==> src/hdl/rbag_pkg.sv <==
// Shared constants and types for the rectangle blit address generator.
// No dependencies.
package rbag_pkg;

	localparam int MAX_WIDTH  = 1024;
	localparam int MAX_HEIGHT = 1024;

	localparam int COL_W    = $clog2(MAX_WIDTH);
	localparam int ROW_W    = $clog2(MAX_HEIGHT);
	localparam int CNT_W    = (COL_W > ROW_W) ? COL_W : ROW_W;
	localparam int POS_W    = 10;
	localparam int SIZE_W   = 11;
	localparam int MODE_W   = 2;
	localparam int PIX_W    = 16;
	localparam int OFFSET_W = 20;
	localparam int CFG_IDX_W  = 3;
	localparam int CFG_DATA_W = 16;

	localparam int OUT_FIELDS_W = 1 + OFFSET_W + PIX_W;
	localparam int OUT_DATA_W   = ((OUT_FIELDS_W + 7) / 8) * 8;
	localparam int IN_DATA_W    = ((PIX_W + 7) / 8) * 8;

	typedef enum logic [CFG_IDX_W-1:0] {
		REG_BUFFER_SELECT = 3'd0,
		REG_DEST_X        = 3'd1,
		REG_DEST_Y        = 3'd2,
		REG_RECT_W        = 3'd3,
		REG_RECT_H        = 3'd4,
		REG_LINE_PITCH    = 3'd5,
		REG_BLIT_MODE     = 3'd6,
		REG_FILL_COLOR    = 3'd7
	} cfg_reg_t;

	typedef enum logic [MODE_W-1:0] {
		MODE_FILL   = 2'd0,
		MODE_COPY   = 2'd1,
		MODE_ROTATE = 2'd2,
		MODE_SPARE  = 2'd3
	} blit_mode_t;

endpackage

==> src/hdl/rect_blit_address_generator.sv <==
// Rectangle blit address generator: top level.
// Depends on rbag_pkg.
//
// Turns each pixel item into one framebuffer write. A new item is taken
// every clock while s_tready is high; its write appears on the output in
// the cycle after acceptance. The only rate limit is the single output
// register: s_tready is high whenever that register is empty or being
// drained. Column/row counters walk the rectangle in source raster order and
// wrap after the last pixel; the offset costs one add, a 20x20 multiply, two
// more adds and, in rotate mode, a subtract in that single stage. Configuration
// must be written only while no item is in flight; the block does not enforce it.
module rect_blit_address_generator (
	input  logic                               clk,
	input  logic                               arst_n,
	input  logic                               cfg_we,
	input  logic [rbag_pkg::CFG_IDX_W-1:0]     cfg_index,
	input  logic [rbag_pkg::CFG_DATA_W-1:0]    cfg_data,
	input  logic                               s_tvalid,
	output logic                               s_tready,
	input  logic [rbag_pkg::IN_DATA_W-1:0]     s_tdata,   // [15:0] src_pixel
	output logic                               m_tvalid,
	input  logic                               m_tready,
	output logic [rbag_pkg::OUT_DATA_W-1:0]    m_tdata,   // [0] out_buffer, [20:1] out_offset,
	                                                      // [36:21] out_data, rest zero
	output logic                               m_tlast    // last_write
);
	import rbag_pkg::*;

	logic                buffer_select_q;
	logic [POS_W-1:0]    dest_x_q;
	logic [POS_W-1:0]    dest_y_q;
	logic [SIZE_W-1:0]   rect_w_q;
	logic [SIZE_W-1:0]   rect_h_q;
	logic [SIZE_W-1:0]   line_pitch_q;
	logic [MODE_W-1:0]   blit_mode_q;
	logic [PIX_W-1:0]    fill_color_q;

	logic [CNT_W-1:0]    col_q;
	logic [CNT_W-1:0]    row_q;

	logic                out_valid_q;
	logic                out_buffer_q;
	logic [OFFSET_W-1:0] out_offset_q;
	logic [PIX_W-1:0]    out_data_q;
	logic                out_last_q;

	logic                accept;
	logic [CNT_W-1:0]    w_last;
	logic [CNT_W-1:0]    h_last;
	logic [CNT_W-1:0]    row_clamped;
	logic                rotate;
	logic                row_end;
	logic                rect_end;
	logic [OFFSET_W-1:0] line_idx;
	logic [OFFSET_W-1:0] line_base;
	logic [OFFSET_W-1:0] col_idx;
	logic [OFFSET_W-1:0] offset;
	logic [PIX_W-1:0]    data;

	// configuration registers
	always_ff @(posedge clk or negedge arst_n) begin
		if (!arst_n) begin
			buffer_select_q <= 1'b0;
			dest_x_q        <= '0;
			dest_y_q        <= '0;
			rect_w_q        <= SIZE_W'(1);
			rect_h_q        <= SIZE_W'(1);
			line_pitch_q    <= SIZE_W'(320);
			blit_mode_q     <= MODE_FILL;
			fill_color_q    <= '0;
		end else if (cfg_we) begin
			case (cfg_reg_t'(cfg_index))
				REG_BUFFER_SELECT: buffer_select_q <= cfg_data[0];
				REG_DEST_X:        dest_x_q        <= cfg_data[POS_W-1:0];
				REG_DEST_Y:        dest_y_q        <= cfg_data[POS_W-1:0];
				REG_RECT_W:        rect_w_q        <= cfg_data[SIZE_W-1:0];
				REG_RECT_H:        rect_h_q        <= cfg_data[SIZE_W-1:0];
				REG_LINE_PITCH:    line_pitch_q    <= cfg_data[SIZE_W-1:0];
				REG_BLIT_MODE:     blit_mode_q     <= cfg_data[MODE_W-1:0];
				REG_FILL_COLOR:    fill_color_q    <= cfg_data[PIX_W-1:0];
				default: ;
			endcase
		end
	end

	assign s_tready = !out_valid_q || m_tready;
	assign accept   = s_tvalid && s_tready;

	// zero size acts as one, oversize acts as the maximum
	always_comb begin
		if (rect_w_q == '0)
			w_last = '0;
		else if (32'(rect_w_q) > MAX_WIDTH)
			w_last = CNT_W'(MAX_WIDTH - 1);
		else
			w_last = CNT_W'(rect_w_q - SIZE_W'(1));

		if (rect_h_q == '0)
			h_last = '0;
		else if (32'(rect_h_q) > MAX_HEIGHT)
			h_last = CNT_W'(MAX_HEIGHT - 1);
		else
			h_last = CNT_W'(rect_h_q - SIZE_W'(1));
	end

	always_comb begin
		row_clamped = (row_q > h_last) ? h_last : row_q;
		rotate      = (blit_mode_t'(blit_mode_q) == MODE_ROTATE);
		row_end     = (col_q >= w_last);
		rect_end    = row_end && (row_q >= h_last);

		if (rotate) begin
			line_idx = OFFSET_W'(dest_y_q) + OFFSET_W'(col_q);
			col_idx  = OFFSET_W'(h_last - row_clamped);
		end else begin
			line_idx = OFFSET_W'(dest_y_q) + OFFSET_W'(row_clamped);
			col_idx  = OFFSET_W'(col_q);
		end
		line_base = OFFSET_W'(line_idx * OFFSET_W'(line_pitch_q));
		offset    = line_base + OFFSET_W'(dest_x_q) + col_idx;

		if (blit_mode_t'(blit_mode_q) == MODE_FILL)
			data = fill_color_q;
		else
			data = s_tdata[PIX_W-1:0];
	end

	// raster counters
	always_ff @(posedge clk or negedge arst_n) begin
		if (!arst_n) begin
			col_q <= '0;
			row_q <= '0;
		end else if (accept) begin
			if (row_end) begin
				col_q <= '0;
				row_q <= rect_end ? '0 : row_q + CNT_W'(1);
			end else begin
				col_q <= col_q + CNT_W'(1);
			end
		end
	end

	// output register
	always_ff @(posedge clk or negedge arst_n) begin
		if (!arst_n)
			out_valid_q <= 1'b0;
		else if (s_tready)
			out_valid_q <= s_tvalid;
	end

	always_ff @(posedge clk) begin
		if (accept) begin
			out_buffer_q <= buffer_select_q;
			out_offset_q <= offset;
			out_data_q   <= data;
			out_last_q   <= rect_end;
		end
	end

	assign m_tvalid = out_valid_q;
	assign m_tdata  = {(OUT_DATA_W - OUT_FIELDS_W)'(0), out_data_q, out_offset_q, out_buffer_q};
	assign m_tlast  = out_last_q;

endmodule

==> config.mk <==
export PLATFORM = sky130hd
export DESIGN_NAME = rect_blit_address_generator
export DESIGN_NICKNAME = d
export VERILOG_FILES = /design/src/hdl/rbag_pkg.sv /design/src/hdl/rect_blit_address_generator.sv
export SDC_FILE = /design/constraint.sdc
export NUM_CORES = 1
export LEC_CHECK = 0
export BUFFER_PORTS_ARGS = -buffer_cell sky130_fd_sc_hd__buf_4
export CORE_UTILIZATION = 30
export DETAILED_ROUTE_END_ITERATION = 12
export PLACE_DENSITY_LB_ADDON = 0.1
export SKIP_LAST_GASP = 1
export SYNTH_ARGS = -nofsm -noshare
export SYNTH_HDL_FRONTEND = slang
export SYNTH_SLANG_ARGS = --single-unit
export TNS_END_PERCENT = 5
==> constraint.sdc <==
create_clock -name clk -period 12.3 [get_ports clk]
set_input_delay 0.615 -clock clk [delete_from_list [all_inputs] [get_ports clk]]
set_output_delay 0.615 -clock clk [all_outputs]
set_load 0.02 [all_outputs]
==> impl_metrics.py <==
metrics = {
    "status": {
        "status": "finished clean",
    },
    "synthesis": {
        "synthCells": 1187,
        "async_reset_ff_share_pct": 70.99,
        "ys_ff_latch": 131,
        "ys_top_cells_by_area": "dfrtp_1 (19%), fa_1 (19%), ha_1 (10%)",
        "ys.flop_type": "dfrtp_1",
        "syn_area_um2": 11880,
        "avgSynthCellArea_um2": 10.01,
        "ys_seq_area_share_pct": 29.23,
        "synth_most_common_cell": "inv_1",
        "synth_common_cells": "inv_1 (179), nand2_1 (112), fa_1 (110)",
        "synth_edf_count": 38,
        "synth.largest_area_cell": "dfrtp_1",
        "yosys_warnings": 0,
        "yosysUniqueCellTypes": 67,
        "synth_top_area_share_pct": 18.74,
    },
    "critical_path": {
        "path_max_fanout": 11,
        "endpoint": "out_offset_q[19]",
        "reg2reg_setup_slack_ns": 1.78,
        "crit-reg2reg-launch": "rect_h_q[0]",
        "crit_buf_inv": 8,
        "cp_slowest_cell": "dfstp_2",
        "crit_start": "rect_h_q[0]",
        "crit_required_ns": 12.47,
        "start_kind": "flop",
        "crit_cells": 40,
        "arrival_ns": 10.69,
        "critPathTopFamily": "adder cells",
        "r2r-end": "out_offset_q[19]",
        "reg2reg_depth": 40,
        "path_class": "reg2reg",
        "cpMostUsedCell": "inv_1",
        "worst_setup_path_end_kind": "flop",
        "cpPeakStageDelay_ns": 0.57,
    },
    "global_route": {
        "antenna_found_initial": 1,
        "grt_use_total_pct": 16.08,
        "grt_max_degree": 51,
        "grt_pass1_vias": 8929,
        "overflow": 0,
        "grt_pass1_wl_mm": 50.18,
    },
    "timing": {
        "drv_slew": 0,
        "final-setup-viol-count": 0,
        "skew_ns": 0.01733,
        "period_share_pct": 85.52,
        "max_freq_mhz": 95.07,
        "relSlewSlack_pct": 33.75,
        "min_period_ns": 10.52,
        "hold_viol_final": 0,
        "tightest_slew_ns": 0.9901,
        "grt_setup_unrepaired": "no",
        "final.setup.worst_slack_ns": 1.782,
        "finalSetupTns_ns": 0,
    },
    "placed_design": {
        "io_buffers": 79,
        "dpl_worst_slack_ns": 1.802,
        "gp_congestion": 0.7990,
        "placed_cells": 1754,
        "hpwl_mm": 23.24,
    },
    "clock_tree": {
        "post-cts-setup-buffers": 0,
        "cts_buffers": 17,
        "cts_sinks": 131,
        "clockBufferDepth": 2,
        "cts-htree-levels": 4,
        "tritoncts": "done",
        "clock_latency_ns": 0.44,
        "cts_root_buf": "clkbuf_16",
        "worst_setup_hold_path_clk_slew_ns": 0.07,
        "ctsHoldBuffers": 0,
        "cts_resized": 0,
    },
    "finish": {
        "nets": 1500,
        "n_fill_cell": 3982,
        "layoutNonFillerInstCount": 1786,
        "area_growth_syn_to_layout_pct": 14.82,
        "final_core_util_pct": 35.14,
        "drive_gt1_share_pct": 18.93,
        "diodes": 0,
    },
    "die": {
        "core_um2": 38830,
        "start_util_pct": 30.60,
        "die_h_um": 201.0,
        "ios": 83,
        "fp.dieW_um": 201.0,
        "dieArea_um2": 40410,
        "rows": 72,
    },
    "job": {
        "maxCapViolCount": 0,
    },
    "detailed_routing": {
        "first_iter_violations": 268,
        "vias_per_cell": 4.680,
        "wl_per_cell_um": 16.96,
        "drtPass1Iterations": 5,
        "vias": 8359,
        "routed_wl_mm": 30.30,
        "drc": 0,
        "ant_nets": 0,
    },
    "hold_path": {
        "min_path_type": "in2async",
    },
}
through the flow:
stage / hold WS [ns] / cell area (µm²)
floorplan: 0.3194 / 11890
global placement: 0.4320 / 13050
detailed placement: 0.4343 / 13050
CTS: 0.1975 / 13640
global route: 0.2128 / 13640
finish: 0.1939 / 13640
state kept, by name, indices dropped and copies added, names as in the netlist:
name / count
out_offset_q: 20
fill_color_q: 16
out_data_q: 16
line_pitch_q: 11
rect_h_q: 11
rect_w_q: 11
col_q: 10
dest_x_q: 10
dest_y_q: 10
row_q: 10
blit_mode_q: 2
buffer_select_q: 1
m_tlast: 1
m_tvalid: 1
out_buffer_q: 1
layout make-up:
class | count | area [µm²] | share of cell area [%]
inverter | 179 | 671.9 | 4.925
sequential | 131 | 3473 | 25.46
multi-input combinational | 830 | 7537 | 55.25
clock inverter | 14 | 162.7 | 1.192
tap | 518 | 648.1 | 4.751
clock buffer | 18 | 429.2 | 3.146
timing repair buffer | 96 | 720.7 | 5.282
cell usage in the layout, fill, tap and decap left out, types with 4 or more instances in the layout:
cell type	instances
a211oi_1	6
a21o_1	16
a21oi_1	36
a22o_1	6
a31o_2	6
a31oi_1	12
and2_1	65
and3_1	5
buf_4	96
clkbuf_16	17
dfrtp_1	89
dfstp_2	4
edfxtp_1	38
fa_1	110
ha_1	95
inv_1	178
inv_6	7
mux2_2	84
nand2_1	112
nand2b_1	7
nand3_1	18
nand3b_1	4
nand4_1	4
nor2_1	38
nor2b_1	7
nor3_1	25
nor3b_1	8
o211ai_1	5
o21a_1	8
o21ai_0	38
o21bai_1	4
o31ai_1	7
or2_2	4
or3_1	9
xnor2_1	30
xor2_1	14
worst min-delay path by stage:
stage | endpoint | cells past startpoint | start | slack [ns]
after floorplan | blit_mode_q[0] | 0 | arst_n | 0.32
after global placement | out_buffer_q | 0 | buffer_select_q | 0.43
after detailed placement | out_buffer_q | 0 | buffer_select_q | 0.43
after CTS | row_q[2] | 1 | arst_n | 0.20
after global routing | row_q[2] | 1 | arst_n | 0.21
final | row_q[2] | 1 | arst_n | 0.19
per-layer routing:
layer  GRT usage (%)  share of wire, %
met2           26.06                47
met1           22.42                51
met4           3.871              0.68
met5               0                 0
met3           2.403               1.6
cell families (layout without fill, tap and decap cells):
family | after synthesis | count (layout) | synth area share [%]
xor+xnor | 45 | 45 | 3.433
flops | 131 | 131 | 29.23
simple gates | 320 | 320 | 13.58
fa+ha+maj | 206 | 206 | 28.63
compound gates | 171 | 171 | 9.645
other cells | 1 | 3 | 0.03156
mux | 85 | 85 | 8.045
buf+inv | 228 | 307 | 7.402
Power is not shown: default switching activity piles up to over one toggle a cycle in this logic, so the estimate is an artifact.
